`config.mk`:
```
export PLATFORM = sky130hd
export DESIGN_NAME = edge_recombination_crossover
export DESIGN_NICKNAME = d
export VERILOG_FILES = /design/src/rtl/erc_pkg.sv /design/src/rtl/erc_ram.sv /design/src/rtl/erc_mod.sv /design/src/rtl/edge_recombination_crossover.sv
export SDC_FILE = /design/constraint.sdc
export NUM_CORES = 2
export LEC_CHECK = 0
export ABC_CLOCK_PERIOD_IN_PS = 9000
export BUFFER_PORTS_ARGS = -buffer_cell sky130_fd_sc_hd__buf_2
export CORE_UTILIZATION = 63
export DETAILED_ROUTE_END_ITERATION = 12
export GPL_ROUTABILITY_DRIVEN = 1
export PLACE_DENSITY = 0.77
export RECOVER_POWER = 25
export SYNTH_ARGS = -nofsm -noshare
export SYNTH_HDL_FRONTEND = slang
export SYNTH_SLANG_ARGS = --single-unit
```
`constraint.sdc`:
```
create_clock -name i_clk -period 9 [get_ports i_clk]
set_clock_uncertainty 0.2 [all_clocks]
set_input_delay 2.25 -clock i_clk [delete_from_list [all_inputs] [get_ports i_clk]]
set_output_delay 2.25 -clock i_clk [all_outputs]
set_load 0.1 [all_outputs]
```
`src/rtl/erc_pkg.sv`:
```
package erc_pkg;

    localparam int CITY_W    = 6;
    localparam int CITY_SPAN = 64;
    localparam int SLOTS     = 4;
    localparam int SLOT_W    = 7;
    localparam int ENTRY_W   = SLOTS * SLOT_W;
    localparam int RAND_W    = 16;
    localparam int CNT_W     = 3;
    localparam int DIV_W     = 7;

    typedef struct packed {
        logic [CITY_W-1:0] parent_a_city;
        logic [CITY_W-1:0] parent_b_city;
        logic [RAND_W-1:0] random_word;
        logic              last_in;
    } t_in_item;

    typedef struct packed {
        logic [CITY_W-1:0] child_city;
        logic              last_out;
    } t_out_item;

    typedef enum logic [4:0] {
        S_LOAD, S_B_RI, S_B_RN, S_B_RP, S_B_CP, S_ADD_RD, S_ADD_WR,
        S_ST_RD, S_MOD_GO, S_MOD_WAIT, S_SCAN, S_VISIT_RD, S_VISIT_SNAP,
        S_DEL_RD, S_DEL_WR, S_EMIT, S_SEL_RD, S_SEL_CAP, S_CNT_RD,
        S_CNT_CAP, S_CNT_DONE, S_FIN
    } t_state;

    function automatic logic [ENTRY_W-1:0] nb_add_f(input logic [ENTRY_W-1:0] e,
                                                     input logic [CITY_W-1:0] nb);
        logic [ENTRY_W-1:0] r;
        logic dup;
        logic placed;
        r = e;
        dup = 1'b0;
        placed = 1'b0;
        for (int k = 0; k < SLOTS; k++) begin
            if (e[k*SLOT_W+CITY_W] && e[k*SLOT_W +: CITY_W] == nb) begin
                dup = 1'b1;
            end
        end
        for (int k = 0; k < SLOTS; k++) begin
            if (!dup && !placed && !e[k*SLOT_W+CITY_W]) begin
                r[k*SLOT_W +: SLOT_W] = {1'b1, nb};
                placed = 1'b1;
            end
        end
        return r;
    endfunction

    function automatic logic [ENTRY_W-1:0] nb_del_f(input logic [ENTRY_W-1:0] e,
                                                     input logic [CITY_W-1:0] nb);
        logic [ENTRY_W-1:0] r;
        r = e;
        for (int k = 0; k < SLOTS; k++) begin
            if (e[k*SLOT_W+CITY_W] && e[k*SLOT_W +: CITY_W] == nb) begin
                r[k*SLOT_W +: SLOT_W] = '0;
            end
        end
        return r;
    endfunction

    function automatic logic [CNT_W-1:0] slot_count(input logic [ENTRY_W-1:0] e);
        logic [CNT_W-1:0] c;
        c = '0;
        for (int k = 0; k < SLOTS; k++) begin
            c = c + CNT_W'(e[k*SLOT_W+CITY_W]);
        end
        return c;
    endfunction

endpackage

```
`src/rtl/erc_ram.sv`:
```
module erc_ram #(
    parameter int WIDTH = 8,
    parameter int DEPTH = 64
) (
    input  logic                     i_clk,
    input  logic                     i_we,
    input  logic [$clog2(DEPTH)-1:0] i_waddr,
    input  logic [WIDTH-1:0]         i_wdata,
    input  logic [$clog2(DEPTH)-1:0] i_raddr,
    output logic [WIDTH-1:0]         o_rdata
);

    logic [WIDTH-1:0] r_mem [DEPTH];
    logic [WIDTH-1:0] r_rdata;

    always_ff @(posedge i_clk) begin
        if (i_we) begin
            r_mem[i_waddr] <= i_wdata;
        end
        r_rdata <= r_mem[i_raddr];
    end

    assign o_rdata = r_rdata;

endmodule

```
`src/rtl/erc_mod.sv`:
```
module erc_mod
    import erc_pkg::*;
(
    input  logic              i_clk,
    input  logic              i_rst_n,
    input  logic              i_start,
    input  logic [RAND_W-1:0] i_dividend,
    input  logic [DIV_W-1:0]  i_divisor,
    output logic              o_busy,
    output logic              o_done,
    output logic [DIV_W-1:0]  o_rem
);

    logic              r_busy, n_busy;
    logic              r_done, n_done;
    logic [4:0]        r_cnt, n_cnt;
    logic [RAND_W-1:0] r_q, n_q;
    logic [DIV_W:0]    r_rem, n_rem;
    logic [DIV_W-1:0]  r_d, n_d;
    logic [DIV_W:0]    trial;

    always_comb begin
        n_busy = r_busy;
        n_done = 1'b0;
        n_cnt  = r_cnt;
        n_q    = r_q;
        n_rem  = r_rem;
        n_d    = r_d;
        trial  = {r_rem[DIV_W-1:0], r_q[RAND_W-1]};
        if (i_start) begin
            n_busy = 1'b1;
            n_cnt  = 5'(RAND_W - 1);
            n_q    = i_dividend;
            n_rem  = '0;
            n_d    = i_divisor;
        end else if (r_busy) begin
            if (trial >= {1'b0, r_d}) begin
                trial = trial - {1'b0, r_d};
            end
            n_rem = trial;
            n_q   = {r_q[RAND_W-2:0], 1'b0};
            n_cnt = r_cnt - 5'd1;
            if (r_cnt == '0) begin
                n_busy = 1'b0;
                n_done = 1'b1;
            end
        end
    end

    always_ff @(posedge i_clk) begin
        if (!i_rst_n) begin
            r_busy <= 1'b0;
            r_done <= 1'b0;
        end else begin
            r_busy <= n_busy;
            r_done <= n_done;
        end
        r_cnt <= n_cnt;
        r_q   <= n_q;
        r_rem <= n_rem;
        r_d   <= n_d;
    end

    assign o_busy = r_busy;
    assign o_done = r_done;
    assign o_rem  = r_rem[DIV_W-1:0];

endmodule

```
`src/rtl/edge_recombination_crossover.sv`:
```
// Edge recombination crossover over two parent tours.
// Input channel (i_in_valid/o_in_ready, i_in_item): one transaction per tour
// position, carrying both parent cities and a random word; last_in closes the
// tour. Positions are taken one per cycle while loading.
// Output channel (o_out_valid/i_out_ready, o_out_item): one transaction per
// offspring city, last_out set on the final one.
// After the last input transaction the block builds the neighbour table with
// four read-modify-write passes per position, then emits cities. Each city
// costs a run of the remainder unit, up to five neighbour-table reads for the
// neighbour counts and up to four more read-modify-writes to strike the city
// from the lists; when no neighbour is left a scan of the visited marks is
// added. The neighbour table has a single read port.
// No input is taken until the last offspring city is in the output register.
// A stalled receiver holds the output register; the block waits with the next
// city held internally. Reset empties the tour, the visited marks and the
// neighbour table; parent memories need no clearing.
module edge_recombination_crossover
    import erc_pkg::*;
#(
    parameter int MAX_CITIES = 64
) (
    input  logic      i_clk,
    input  logic      i_rst_n,
    input  logic      i_in_valid,
    output logic      o_in_ready,
    input  t_in_item  i_in_item,
    output logic      o_out_valid,
    input  logic      i_out_ready,
    output t_out_item o_out_item
);

    localparam int PW = $clog2(MAX_CITIES);
    localparam int LW = $clog2(MAX_CITIES + 1);

    t_state r_state, n_state;
    logic [LW-1:0] r_len, n_len, r_n, n_n, r_i, n_i, r_vis_cnt, n_vis_cnt;
    logic [2*CITY_W-1:0] r_pa, n_pa, r_pnx, n_pnx, r_ppv, n_ppv;
    logic [1:0] r_op, n_op;
    logic [2:0] r_k, n_k;
    logic [CITY_W-1:0] r_cur, n_cur, r_scan, n_scan, r_taddr, n_taddr;
    logic [ENTRY_W-1:0] r_snap, n_snap, r_list, n_list;
    logic [SLOTS-1:0][CNT_W-1:0] r_cnt, n_cnt;
    logic [SLOTS-1:0] r_cand, n_cand;
    logic r_fb, n_fb, r_first, n_first;
    logic [DIV_W-1:0] r_div, n_div, r_rem, n_rem;
    logic [CITY_SPAN-1:0] r_tvalid, n_tvalid, r_visited, n_visited;
    logic [CITY_W-1:0] r_pend, n_pend;
    logic r_pend_valid, n_pend_valid;
    logic r_ovalid, n_ovalid;
    t_out_item r_oitem, n_oitem;

    logic out_free, load_we;
    logic [PW-1:0] p_raddr;
    logic [2*CITY_W-1:0] p_rdata;
    logic [RAND_W-1:0] rnd_rdata;
    logic t_we;
    logic [CITY_W-1:0] t_raddr;
    logic [ENTRY_W-1:0] t_wdata, t_rdata, t_entry;
    logic m_start, m_busy, m_done;
    logic [DIV_W-1:0] m_rem;
    logic [LW-1:0] nx, pv, fbc;
    logic [CITY_W-1:0] own_c, nb_c, pick;
    logic [SLOT_W-1:0] slot_s, list_s;
    logic [CNT_W:0] minl;
    logic [CNT_W-1:0] ccount;
    logic [SLOTS-1:0] cand;
    logic [CNT_W-1:0] rank [SLOTS];

    assign out_free = !r_ovalid || i_out_ready;
    assign load_we  = (r_state == S_LOAD) && i_in_valid && (r_len < LW'(MAX_CITIES));
    assign t_entry  = r_tvalid[r_taddr] ? t_rdata : '0;
    assign nx  = (r_i + LW'(1) == r_n) ? '0 : r_i + LW'(1);
    assign pv  = (r_i == '0) ? r_n - LW'(1) : r_i - LW'(1);
    assign fbc = r_n - r_vis_cnt;
    assign own_c  = r_op[0] ? r_pa[CITY_W-1:0] : r_pa[2*CITY_W-1:CITY_W];
    assign slot_s = r_snap[r_k[1:0]*SLOT_W +: SLOT_W];
    assign list_s = r_list[r_k[1:0]*SLOT_W +: SLOT_W];

    always_comb begin
        unique case (r_op)
            2'd0:    nb_c = r_pnx[2*CITY_W-1:CITY_W];
            2'd1:    nb_c = r_pnx[CITY_W-1:0];
            2'd2:    nb_c = r_ppv[2*CITY_W-1:CITY_W];
            default: nb_c = r_ppv[CITY_W-1:0];
        endcase
    end

    always_comb begin
        minl   = (CNT_W+1)'(SLOTS + 1);
        ccount = '0;
        pick   = '0;
        for (int k = 0; k < SLOTS; k++) begin
            if (r_list[k*SLOT_W+CITY_W] && {1'b0, r_cnt[k]} < minl) begin
                minl = {1'b0, r_cnt[k]};
            end
        end
        for (int k = 0; k < SLOTS; k++) begin
            cand[k] = r_list[k*SLOT_W+CITY_W] && ({1'b0, r_cnt[k]} == minl);
            ccount  = ccount + CNT_W'(cand[k]);
        end
        for (int k = 0; k < SLOTS; k++) begin
            rank[k] = '0;
            for (int j = 0; j < SLOTS; j++) begin
                if (r_cand[j] &&
                    r_list[j*SLOT_W +: CITY_W] < r_list[k*SLOT_W +: CITY_W]) begin
                    rank[k] = rank[k] + CNT_W'(1);
                end
            end
            if (r_cand[k] && DIV_W'(rank[k]) == m_rem) begin
                pick = r_list[k*SLOT_W +: CITY_W];
            end
        end
    end

    always_comb begin
        n_state = r_state; n_len = r_len; n_n = r_n; n_i = r_i;
        n_vis_cnt = r_vis_cnt; n_pa = r_pa; n_pnx = r_pnx; n_ppv = r_ppv;
        n_op = r_op; n_k = r_k; n_cur = r_cur; n_scan = r_scan;
        n_taddr = r_taddr; n_snap = r_snap; n_list = r_list; n_cnt = r_cnt;
        n_cand = r_cand; n_fb = r_fb; n_first = r_first; n_div = r_div;
        n_rem = r_rem; n_tvalid = r_tvalid; n_visited = r_visited;
        n_pend = r_pend; n_pend_valid = r_pend_valid; n_oitem = r_oitem;
        n_ovalid = r_ovalid && !i_out_ready;
        o_in_ready = 1'b0;
        p_raddr = r_i[PW-1:0];
        t_raddr = r_taddr;
        t_we = 1'b0;
        t_wdata = '0;
        m_start = 1'b0;
        unique case (r_state)
            S_LOAD: begin
                o_in_ready = 1'b1;
                if (i_in_valid) begin
                    if (load_we) begin
                        n_len = r_len + LW'(1);
                    end
                    if (i_in_item.last_in) begin
                        n_n = load_we ? r_len + LW'(1) : r_len;
                        n_i = '0;
                        n_state = S_B_RI;
                    end
                end
            end
            S_B_RI: n_state = S_B_RN;
            S_B_RN: begin
                p_raddr = nx[PW-1:0];
                n_pa = p_rdata;
                n_state = S_B_RP;
            end
            S_B_RP: begin
                p_raddr = pv[PW-1:0];
                n_pnx = p_rdata;
                n_state = S_B_CP;
            end
            S_B_CP: begin
                n_ppv = p_rdata;
                n_op = '0;
                n_state = S_ADD_RD;
            end
            S_ADD_RD: begin
                t_raddr = own_c;
                n_taddr = own_c;
                n_state = S_ADD_WR;
            end
            S_ADD_WR: begin
                t_we = 1'b1;
                t_wdata = nb_add_f(t_entry, nb_c);
                n_tvalid[r_taddr] = 1'b1;
                n_op = r_op + 2'd1;
                if (r_op != 2'd3) begin
                    n_state = S_ADD_RD;
                end else if (r_i + LW'(1) == r_n) begin
                    n_i = '0;
                    n_first = 1'b1;
                    n_div = DIV_W'(r_n);
                    n_state = S_ST_RD;
                end else begin
                    n_i = r_i + LW'(1);
                    n_state = S_B_RI;
                end
            end
            S_ST_RD: n_state = S_MOD_GO;
            S_MOD_GO: begin
                m_start = 1'b1;
                n_state = S_MOD_WAIT;
            end
            S_MOD_WAIT: begin
                if (m_done) begin
                    if (r_first) begin
                        n_cur = m_rem[CITY_W-1:0];
                        n_first = 1'b0;
                        n_state = S_VISIT_RD;
                    end else if (!r_fb) begin
                        n_cur = pick;
                        n_state = S_VISIT_RD;
                    end else begin
                        n_rem = m_rem;
                        n_scan = '0;
                        n_state = S_SCAN;
                    end
                end
            end
            S_SCAN: begin
                n_scan = r_scan + CITY_W'(1);
                if (!r_visited[r_scan]) begin
                    if (r_rem == '0) begin
                        n_cur = r_scan;
                        n_state = S_VISIT_RD;
                    end else begin
                        n_rem = r_rem - DIV_W'(1);
                    end
                end
            end
            S_VISIT_RD: begin
                t_raddr = r_cur;
                n_taddr = r_cur;
                n_state = S_VISIT_SNAP;
            end
            S_VISIT_SNAP: begin
                n_snap = t_entry;
                n_visited[r_cur] = 1'b1;
                if (!r_visited[r_cur] && (CITY_W+1)'(r_cur) < (CITY_W+1)'(r_n)) begin
                    n_vis_cnt = r_vis_cnt + LW'(1);
                end
                n_k = '0;
                n_state = S_DEL_RD;
            end
            S_DEL_RD: begin
                if (r_k == 3'd4) begin
                    n_state = S_EMIT;
                end else if (slot_s[CITY_W]) begin
                    t_raddr = slot_s[CITY_W-1:0];
                    n_taddr = slot_s[CITY_W-1:0];
                    n_state = S_DEL_WR;
                end else begin
                    n_k = r_k + 3'd1;
                end
            end
            S_DEL_WR: begin
                t_we = 1'b1;
                t_wdata = nb_del_f(t_entry, r_cur);
                n_tvalid[r_taddr] = 1'b1;
                n_k = r_k + 3'd1;
                n_state = S_DEL_RD;
            end
            S_EMIT: begin
                if (!r_pend_valid || out_free) begin
                    if (r_pend_valid) begin
                        n_ovalid = 1'b1;
                        n_oitem = '{child_city: r_pend, last_out: 1'b0};
                    end
                    n_pend = r_cur;
                    n_pend_valid = 1'b1;
                    n_i = r_i + LW'(1);
                    n_state = (r_i + LW'(1) == r_n) ? S_FIN : S_SEL_RD;
                end
            end
            S_SEL_RD: begin
                t_raddr = r_cur;
                n_taddr = r_cur;
                n_state = S_SEL_CAP;
            end
            S_SEL_CAP: begin
                n_list = t_entry;
                n_k = '0;
                n_state = S_CNT_RD;
            end
            S_CNT_RD: begin
                if (r_k == 3'd4) begin
                    n_state = S_CNT_DONE;
                end else if (list_s[CITY_W]) begin
                    t_raddr = list_s[CITY_W-1:0];
                    n_taddr = list_s[CITY_W-1:0];
                    n_state = S_CNT_CAP;
                end else begin
                    n_k = r_k + 3'd1;
                end
            end
            S_CNT_CAP: begin
                n_cnt[r_k[1:0]] = slot_count(t_entry);
                n_k = r_k + 3'd1;
                n_state = S_CNT_RD;
            end
            S_CNT_DONE: begin
                n_cand = cand;
                if (ccount != '0) begin
                    n_div = DIV_W'(ccount);
                    n_fb = 1'b0;
                    n_state = S_MOD_GO;
                end else if (fbc != '0) begin
                    n_div = DIV_W'(fbc);
                    n_fb = 1'b1;
                    n_state = S_MOD_GO;
                end else begin
                    n_state = S_FIN;
                end
            end
            S_FIN: begin
                if (out_free) begin
                    n_ovalid = 1'b1;
                    n_oitem = '{child_city: r_pend, last_out: 1'b1};
                    n_pend_valid = 1'b0;
                    n_tvalid = '0;
                    n_visited = '0;
                    n_vis_cnt = '0;
                    n_len = '0;
                    n_state = S_LOAD;
                end
            end
            default: n_state = S_LOAD;
        endcase
    end

    always_ff @(posedge i_clk) begin
        if (!i_rst_n) begin
            r_state <= S_LOAD;
            r_len <= '0;
            r_vis_cnt <= '0;
            r_tvalid <= '0;
            r_visited <= '0;
            r_pend_valid <= 1'b0;
            r_ovalid <= 1'b0;
            r_first <= 1'b0;
            r_fb <= 1'b0;
        end else begin
            r_state <= n_state;
            r_len <= n_len;
            r_vis_cnt <= n_vis_cnt;
            r_tvalid <= n_tvalid;
            r_visited <= n_visited;
            r_pend_valid <= n_pend_valid;
            r_ovalid <= n_ovalid;
            r_first <= n_first;
            r_fb <= n_fb;
        end
        r_n <= n_n; r_i <= n_i; r_pa <= n_pa; r_pnx <= n_pnx; r_ppv <= n_ppv;
        r_op <= n_op; r_k <= n_k; r_cur <= n_cur; r_scan <= n_scan;
        r_taddr <= n_taddr; r_snap <= n_snap; r_list <= n_list; r_cnt <= n_cnt;
        r_cand <= n_cand; r_div <= n_div; r_rem <= n_rem; r_pend <= n_pend;
        r_oitem <= n_oitem;
    end

    erc_ram #(.WIDTH(2*CITY_W), .DEPTH(MAX_CITIES)) u_parent_ram (
        .i_clk(i_clk), .i_we(load_we), .i_waddr(r_len[PW-1:0]),
        .i_wdata({i_in_item.parent_a_city, i_in_item.parent_b_city}),
        .i_raddr(p_raddr), .o_rdata(p_rdata)
    );

    erc_ram #(.WIDTH(RAND_W), .DEPTH(MAX_CITIES)) u_random_ram (
        .i_clk(i_clk), .i_we(load_we), .i_waddr(r_len[PW-1:0]),
        .i_wdata(i_in_item.random_word),
        .i_raddr(r_i[PW-1:0]), .o_rdata(rnd_rdata)
    );

    erc_ram #(.WIDTH(ENTRY_W), .DEPTH(CITY_SPAN)) u_table_ram (
        .i_clk(i_clk), .i_we(t_we), .i_waddr(r_taddr), .i_wdata(t_wdata),
        .i_raddr(t_raddr), .o_rdata(t_rdata)
    );

    erc_mod u_mod (
        .i_clk(i_clk), .i_rst_n(i_rst_n), .i_start(m_start),
        .i_dividend(rnd_rdata), .i_divisor(r_div),
        .o_busy(m_busy), .o_done(m_done), .o_rem(m_rem)
    );

    assign o_out_valid = r_ovalid;
    assign o_out_item  = r_oitem;

    a_len_bound: assert property (@(posedge i_clk) disable iff (!i_rst_n)
        r_len <= LW'(MAX_CITIES))
        else $error("tour length beyond capacity");

    a_mod_start: assert property (@(posedge i_clk) disable iff (!i_rst_n)
        m_start |-> !m_busy)
        else $error("remainder unit restarted while busy");

    a_vis_bound: assert property (@(posedge i_clk) disable iff (!i_rst_n)
        r_state != S_LOAD |-> r_vis_cnt <= r_n)
        else $error("visited count exceeds tour length");

    a_fin_clear: assert property (@(posedge i_clk) disable iff (!i_rst_n)
        (r_state == S_FIN && out_free) |=>
            (r_state == S_LOAD && r_tvalid == '0 && r_visited == '0 && o_out_valid))
        else $error("tour end did not clear state");

endmodule

```
Word level (Yosys, flattened, before mapping). Memories as Yosys holds them, arrays and structs flattened. A register that Yosys moved wholly into a read port is not among the register bits. Index checks and enable logic that the tools add are counted. W data, S select, Z words.

Bits in registers: 360. Memory bits (writable): 3584. Input port bits: 33. Output and inout bits: 9. Logic and storage cells: 437. Memories kept: 3.

Add/subtract/negate cells: 30. Multipliers: 1. Magnitude comparators: 30. Equality and inequality tests: 64. Shift-type cells: 2. Mux-type cells: 159. Bitwise gates (word level): 4. Reductions and logical operators: 107.

Memories: u_table_ram.r_mem (depth 64, bits a word 28, read ports 1, clocked after memory_dff 1, write ports 1, RTL line erc_ram.sv:13) `logic [WIDTH-1:0] r_mem [DEPTH];`; u_random_ram.r_mem (depth 64, bits a word 16, read ports 1, clocked after memory_dff 1, write ports 1, RTL line erc_ram.sv:13); u_parent_ram.r_mem (depth 64, bits a word 12, read ports 1, clocked after memory_dff 1, write ports 1, RTL line erc_ram.sv:13).

Operators with widths (count): $pmux W64 S2 (2); $mux W7 (30); $or A64 B64 Y64 (2); $mux W6 (18); $pmux W5 S20 (1); $lt A6 B6 Y1 (16); $pmux W7 S2 (5); $mux W5 (13); $mux W64 (1); $mux W3 (21); $pmux W28 S2 (1); $shiftx A28 B6 Y7 (2); $logic_and A1 B1 Y1 (50); $eq A6 B6 Y1 (8); $mux W1 (43); $eq A5 B4 Y1 const B (8); $add A3 B1 Y3 const B (13); $ne A2 B2 Y1 const B (18); $pmux W6 S2 (3); $mux W16 (2); $eq A5 B5 Y1 const B (6); $eq A3 B7 Y1 (4); $mux W28 (1); $pmux W6 S4 (1); 58 further kinds (128).

Depth between registers and ports, before layout.
Word-level depth: 29. Mapped depth: 30.

Modules after synthesis. A second synthesis with hierarchy kept.

Cell total of the unflattened synthesis: 8390. Area total of the unflattened synthesis: 159803.3 um^2.

Modules (own cells, without submodules): erc_ram at u_table_ram (instances 1, cells each 3105, area an instance 69188.9 um^2); erc_ram at u_random_ram (instances 1, cells each 1829, area an instance 40042.2 um^2); erc_ram at u_parent_ram (instances 1, cells each 1324, area an instance 29871.1 um^2); edge_recombination_crossover (instances 1, cells each 1961, area an instance 18755.5 um^2); erc_mod (instances 1, cells each 171, area an instance 1945.6 um^2).

Worst setup path after synthesis. No wires, ideal clock.

Kind: reg2reg. Start point: reg r_cnt[2] (netlist name). End point: reg r_state[3]. Setup time: 0.116 ns. Arrival: 6.033 ns. Data required time: 8.684 ns. Slack: 2.651 ns. Cell stages (with the launch flop): 29. Path buffers: 0. Path through: edfxtp_1 nor2_1 nand2_1 ha_1 o21a_1 o21ai_0 and2_1 mux2i_1 inv_1 ha_1 o21ai_0 nand2_1 mux2i_1 ha_1 o21a_1 o21ai_0 nand2_1 mux2_2 xnor2_1 nor4_1 fa_1 ha_1 ha_1 nor3_1 nor4bb_1 nand3b_1 a41oi_1 o221ai_1 o211a_1.

Cells in the longest elaborated chain, start to end: 20. Elaborated cells on any way between the ends: 26. Those cells by class: add/sub (3); order compare (4); eq/ne (4); mux (6); reduce/logical (9).

Ends and longest elaborated chain: from (decl) (RTL line edge_recombination_crossover.sv:42) `logic [SLOTS-1:0][CNT_W-1:0] r_cnt, n_cnt;`; from (signal assigned) (RTL line edge_recombination_crossover.sv:338) `r_taddr <= n_taddr; r_snap <= n_snap; r_list <= n_list; r_cnt <= n_cnt;`; $lt A3 B3 Y1 (RTL line edge_recombination_crossover.sv:93) `if (r_list[k*SLOT_W+CITY_W] && {1'b0, r_cnt[k]} < minl) begin`; $logic_and A1 B1 Y1 (RTL line edge_recombination_crossover.sv:93); $mux W3 (RTL line edge_recombination_crossover.sv:93); $lt A3 B4 Y1 (RTL line edge_recombination_crossover.sv:93); $logic_and A1 B1 Y1 (RTL line edge_recombination_crossover.sv:93); $mux W4 (RTL line edge_recombination_crossover.sv:93); $lt A3 B4 Y1 (RTL line edge_recombination_crossover.sv:93); $logic_and A1 B1 Y1 (RTL line edge_recombination_crossover.sv:93); [... 5 more ...]; $logic_and A1 B1 Y1 (*) (RTL line edge_recombination_crossover.sv:98) `cand[k] = r_list[k*SLOT_W+CITY_W] && ({1'b0, r_cnt[k]} == minl);`; net cand[0] (RTL line edge_recombination_crossover.sv:66) `logic [SLOTS-1:0] cand;`; $add A1 B1 Y2 (*) (RTL line edge_recombination_crossover.sv:99) `ccount = ccount + CNT_W'(cand[k]);`; $add A2 B1 Y3 (*) (RTL line edge_recombination_crossover.sv:99); $add A3 B1 Y3 (*) (RTL line edge_recombination_crossover.sv:99); $reduce_bool A3 Y1 (*) (RTL line edge_recombination_crossover.sv:286) `if (ccount != '0) begin`; $mux W5 (*) (RTL line edge_recombination_crossover.sv:286); $pmux W5 S20 (*) (RTL line edge_recombination_crossover.sv:130) `unique case (r_state)`; to (signal assigned) (RTL line edge_recombination_crossover.sv:326) `r_state <= n_state;`; to (decl) (RTL line edge_recombination_crossover.sv:35) `t_state r_state, n_state;`.

Mark *: on every way through the listed nets, which the timed path passes. The rest lies on a longest branch. A chain may end at the register's enable or synchronous reset.

Worst setup path after layout.
Start point: reg r_list[6]. End point: reg r_state[3].

Cells in the longest elaborated chain, start to end: 19. Elaborated cells on any way between the ends: 28. Those cells by class: add/sub (3); order compare (3); eq/ne (5); shift (1); mux (6); reduce/logical (10).

Ends and longest elaborated chain: from (decl) (RTL line edge_recombination_crossover.sv:41) `logic [ENTRY_W-1:0] r_snap, n_snap, r_list, n_list;`; from (signal assigned) (RTL line edge_recombination_crossover.sv:338); $logic_and A1 B1 Y1 (RTL line edge_recombination_crossover.sv:93); $mux W3 (RTL line edge_recombination_crossover.sv:93); $lt A3 B4 Y1 (RTL line edge_recombination_crossover.sv:93); $logic_and A1 B1 Y1 (RTL line edge_recombination_crossover.sv:93); $mux W4 (RTL line edge_recombination_crossover.sv:93); $lt A3 B4 Y1 (RTL line edge_recombination_crossover.sv:93); $logic_and A1 B1 Y1 (RTL line edge_recombination_crossover.sv:93); $mux W4 (RTL line edge_recombination_crossover.sv:93); [... 4 more ...]; $logic_and A1 B1 Y1 (*) (RTL line edge_recombination_crossover.sv:98); net cand[0] (RTL line edge_recombination_crossover.sv:66); $add A1 B1 Y2 (*) (RTL line edge_recombination_crossover.sv:99); $add A2 B1 Y3 (*) (RTL line edge_recombination_crossover.sv:99); $add A3 B1 Y3 (*) (RTL line edge_recombination_crossover.sv:99); $reduce_bool A3 Y1 (*) (RTL line edge_recombination_crossover.sv:286); $mux W5 (*) (RTL line edge_recombination_crossover.sv:286); $pmux W5 S20 (*) (RTL line edge_recombination_crossover.sv:130).

Marks and branches as above.

==> results.py <==
metrics = {
    "status": {
        "outcome": "finished with violations",
        "violations": "capacitance limit, slew limit",
    },
    "route": {
        "wl_met3_mm": 49.8,
        "met2_length_mm": 217,
        "vias": 89100,
        "viasPerCell": 7.24,
        "dr.pass1.iters": 8,
        "routedWlPerCell_um": 36.5,
        "drt_iter0_markers": 14100,
        "ant_nets": 0,
        "drt-total-wl_mm": 450,
        "route.detailed.drc": 0,
        "maxUsedRoutingLayer": "met5",
        "drt-met1-wl_mm": 145,
    },
    "clock_network": {
        "root_buffer": "clkbuf_16",
        "htree_num_levels": 5,
        "cts_hold_buffers": 0,
        "ctsLongestPathBuffers": 4,
        "cts_tree": "done",
        "cts-buffers-inserted": 398,
        "cts.sinks": 4000,
        "clk_pin_slew_ns": 0.06,
        "cts_resized": 0,
        "post-cts-setup-buffer-count": 0,
        "insertion_delay_ns": 1.02,
    },
    "logic_synthesis": {
        "synthCells": 8412,
        "synth_fp_nets": 8539,
        "ys_async_sr_fraction_pct": 0,
        "ys_warn_count": 0,
        "synth-edff-count": 3773,
        "avgSynthCellArea_um2": 18.8,
        "syn_area_um2": 158000,
        "ys_types": 101,
        "seq_area_frac_synth_pct": 74.7,
        "synth_ff_type": "edfxtp_1",
        "synth-seq-cells": 4000,
    },
    "global_routing": {
        "antenna_found_initial": 25,
        "gr-total-overflow": 0,
        "globalRouteTotalUtil_pct": 35.8,
        "grt_max_degree": 150,
        "grt_pass1_vias": 89100,
        "grt_first_pass_wirelength_mm": 636,
    },
    "sta": {
        "setup_violations": 0,
        "tns_ns": 0,
        "fin_ws_ns": 1.77,
        "tightestPinTransition_ns": 3.17,
        "rsz0062_at_grt": "false",
        "max_clock_freq_mhz": 138,
        "period_minus_slack_ns": 7.23,
        "post-route-period-util_pct": 80.4,
        "finalMaxSlewViolations": 2187,
        "finalHoldViolCount": 0,
        "max_slew_margin_pct": -111,
    },
    "pwr": {
        "powerDensity_nw_per_um2": 286,
        "power.leakage_nw": 60.5,
        "peakVddDrop_v": 0.000394,
    },
    "setup_path": {
        "r2r_cells": 29,
        "worstPathRequired_ns": 9.67,
        "cp_top_family": "simple AND/OR/NAND/NOR gates",
        "worst-path-buf-inv": 2,
        "worst_setup_path_end_kind": "register",
        "cpMostUsedCell": "ha_1",
        "arrival_ns": 7.90,
        "slowest_delay_ns": 0.50,
        "r2r-start": "r_list[6]",
        "r2r_setup_slack_ns": 1.77,
        "path_class": "reg2reg",
        "crit_path_top_delay_cell": "nor4_1",
        "crit_fanout": 5,
        "cp-start-kind": "register",
        "r2r-end": "r_state[3]",
    },
    "min_path": {
        "min_path_type": "reg2reg",
        "holdPathStages": 0,
        "min_from": "r_div[1]",
        "holdPathEnd": "u_mod.r_d[1]",
    },
    "layout": {
        "fillers": 14100,
        "multi_input_area_um2": 39000,
        "area_growth_pct": 11.9,
        "layout-drive-gt1-share_pct": 21.2,
        "seq_area_um2": 118000,
        "fin_nets": 8764,
    },
    "floorplan": {
        "dieArea_um2": 252000,
        "rows": 183,
        "die_x_um": 502,
        "floorplan.core_area_um2": 249000,
        "die_y_um": 502,
        "initial_core_util_pct": 63.4,
        "ios": 42,
    },
    "flow_run": {
        "maxCapViolCount": 40,
    },
    "placement": {
        "place.gp.congestion": 0.929,
        "portBuffers": 41,
        "post-place-ws_ns": 1.75,
        "dp_hpwl_mm": 235,
    },
}
[state kept, by name, indices dropped and copies added (netlist names), 12 cells and up]
register	count
r_cnt	12
r_list	28
r_pa	12
r_pnx	12
r_ppv	12
r_snap	28
r_tvalid	64
r_visited	64
u_mod.r_q	16
u_parent_ram.o_rdata	12
u_parent_ram.r_mem	768
u_random_ram.o_rdata	16
u_random_ram.r_mem	1024
u_table_ram.o_rdata	28
u_table_ram.r_mem	1792
[placed cells by master, fill, tap and decap left out, drive strengths merged, types with 83 or more instances in the layout]
| cell type | synthesis | layout |
|---|---|---|
| edfxtp | 3773 | 3773 |
| nand3 | 163 | 163 |
| clkinv | 1 | 163 |
| inv | 106 | 113 |
| mux4 | 848 | 848 |
| dfxtp | 227 | 227 |
| nor2 | 427 | 427 |
| a211oi | 91 | 91 |
| clkbuf | 251 | 545 |
| mux2i | 97 | 97 |
| o21ai | 83 | 83 |
| nand2 | 533 | 533 |
| a21oi | 270 | 270 |
| a22oi | 292 | 292 |
| buf | 223 | 257 |
| ha | 90 | 90 |
[routing by layer]
| metal | vias up | global-route usage, % |
|---|---|---|
| met5 | - | 0 |
| met4 | 12 | 25.5 |
| met3 | 1716 | 6.96 |
| met2 | 7399 | 57.1 |
| met1 | 45300 | 44.4 |
| li1 | 34700 | - |
[cell type report]
cell class / instances / share of cell area, %
Tap cell: 3330 / 2.36
Clock inverter: 218 / 1.20
Sequential cell: 4000 / 66.8
Clock buffer: 503 / 6.04
Inverter: 107 / 0.228
Multi-Input combinational cell: 3831 / 22.1
Timing Repair Buffer: 299 / 1.26
Antenna cell: 15 / 0.0213
[power breakdown]
part | switching, W | total (W) | internal (W)
clock network | 0.00709 | 0.0165 | 0.00944
registers | 0.000504 | 0.0212 | 0.0207
logic | 0.00804 | 0.0127 | 0.00468
total | 0.0156 | 0.0505 | 0.0349
[worst register-to-register path: cells and delay by family (launching register included)]
| kind | cells | cell delay (ns) |
|---|---|---|
| mux | 3 | 0.95 |
| simple gates | 9 | 2.16 |
| fa+ha+maj | 6 | 1.93 |
| flops | 1 | 0.36 |
| buf+inv | 2 | 0.15 |
| compound gates | 8 | 1.21 |
| xor+xnor | 1 | 0.14 |
[synthesized netlist by cell type, types with 32 or more instances]
cell / number / share of area (%)
nand2_1: 533 / 1.3
o21ai_0: 79 / 0.25
buf_2: 131 / 0.42
xnor2_1: 77 / 0.43
a31oi_1: 75 / 0.30
a221oi_1: 44 / 0.24
inv_1: 104 / 0.25
nand4_1: 78 / 0.31
nor2b_1: 61 / 0.24
mux4_2: 848 / 12
a211oi_1: 91 / 0.43
nor2_1: 424 / 1.0
mux2i_1: 97 / 0.62
a22oi_1: 292 / 1.4
nand3_1: 162 / 0.51
dfxtp_1: 227 / 2.9
buf_1: 72 / 0.17
a21o_1: 32 / 0.15
ha_1: 90 / 0.71
clkbuf_1: 250 / 0.59
a21oi_1: 266 / 0.84
edfxtp_1: 3773 / 72
and3_1: 78 / 0.31
nor3_1: 43 / 0.14
[through the flow]
step           total power [W]  instances  util, %  hold WS, ns  area (um2)
6_report                0.0505      12300     71.0        0.213      176000
5_1_grt                 0.0517      12300     70.9        0.238      176000
4_1_cts                 0.0503      12300     71.0        0.217      177000
3_5_place_dp            0.0339      11600     65.8        0.209      164000
3_3_place_gp            0.0337      11600     65.8        0.202      164000
2_1_floorplan           0.0299       8412        -        0.200      158000
[worst max path at each step]
stage | startpoint | endpoint | slack [ns] | depth (start not counted)
3_5_place_dp | r_cnt[2] | r_state[3] | 1.75 | 28
5_1_grt | r_list[6] | r_state[3] | 1.06 | 29
4_1_cts | r_list[6] | r_state[3] | 1.72 | 29
3_3_place_gp | r_cnt[2] | r_state[3] | 1.50 | 29
2_1_floorplan | r_cnt[2] | r_state[3] | 2.65 | 28
6_report | r_list[6] | r_state[3] | 1.77 | 29
[kinds of logic (layout without fill, tap and decap cells)]
group,after synthesis,after routing,share of synthesized area (%)
flops,4000,4000,74.7
simple gates,1573,1573,4.71
compound gates,1089,1089,4.74
mux,965,965,12.9
buf+inv,581,1127,1.55
xor+xnor,110,110,0.650
fa+ha+maj,94,94,0.765
other cells,0,15,0
Power figures use the tool's default switching activity.
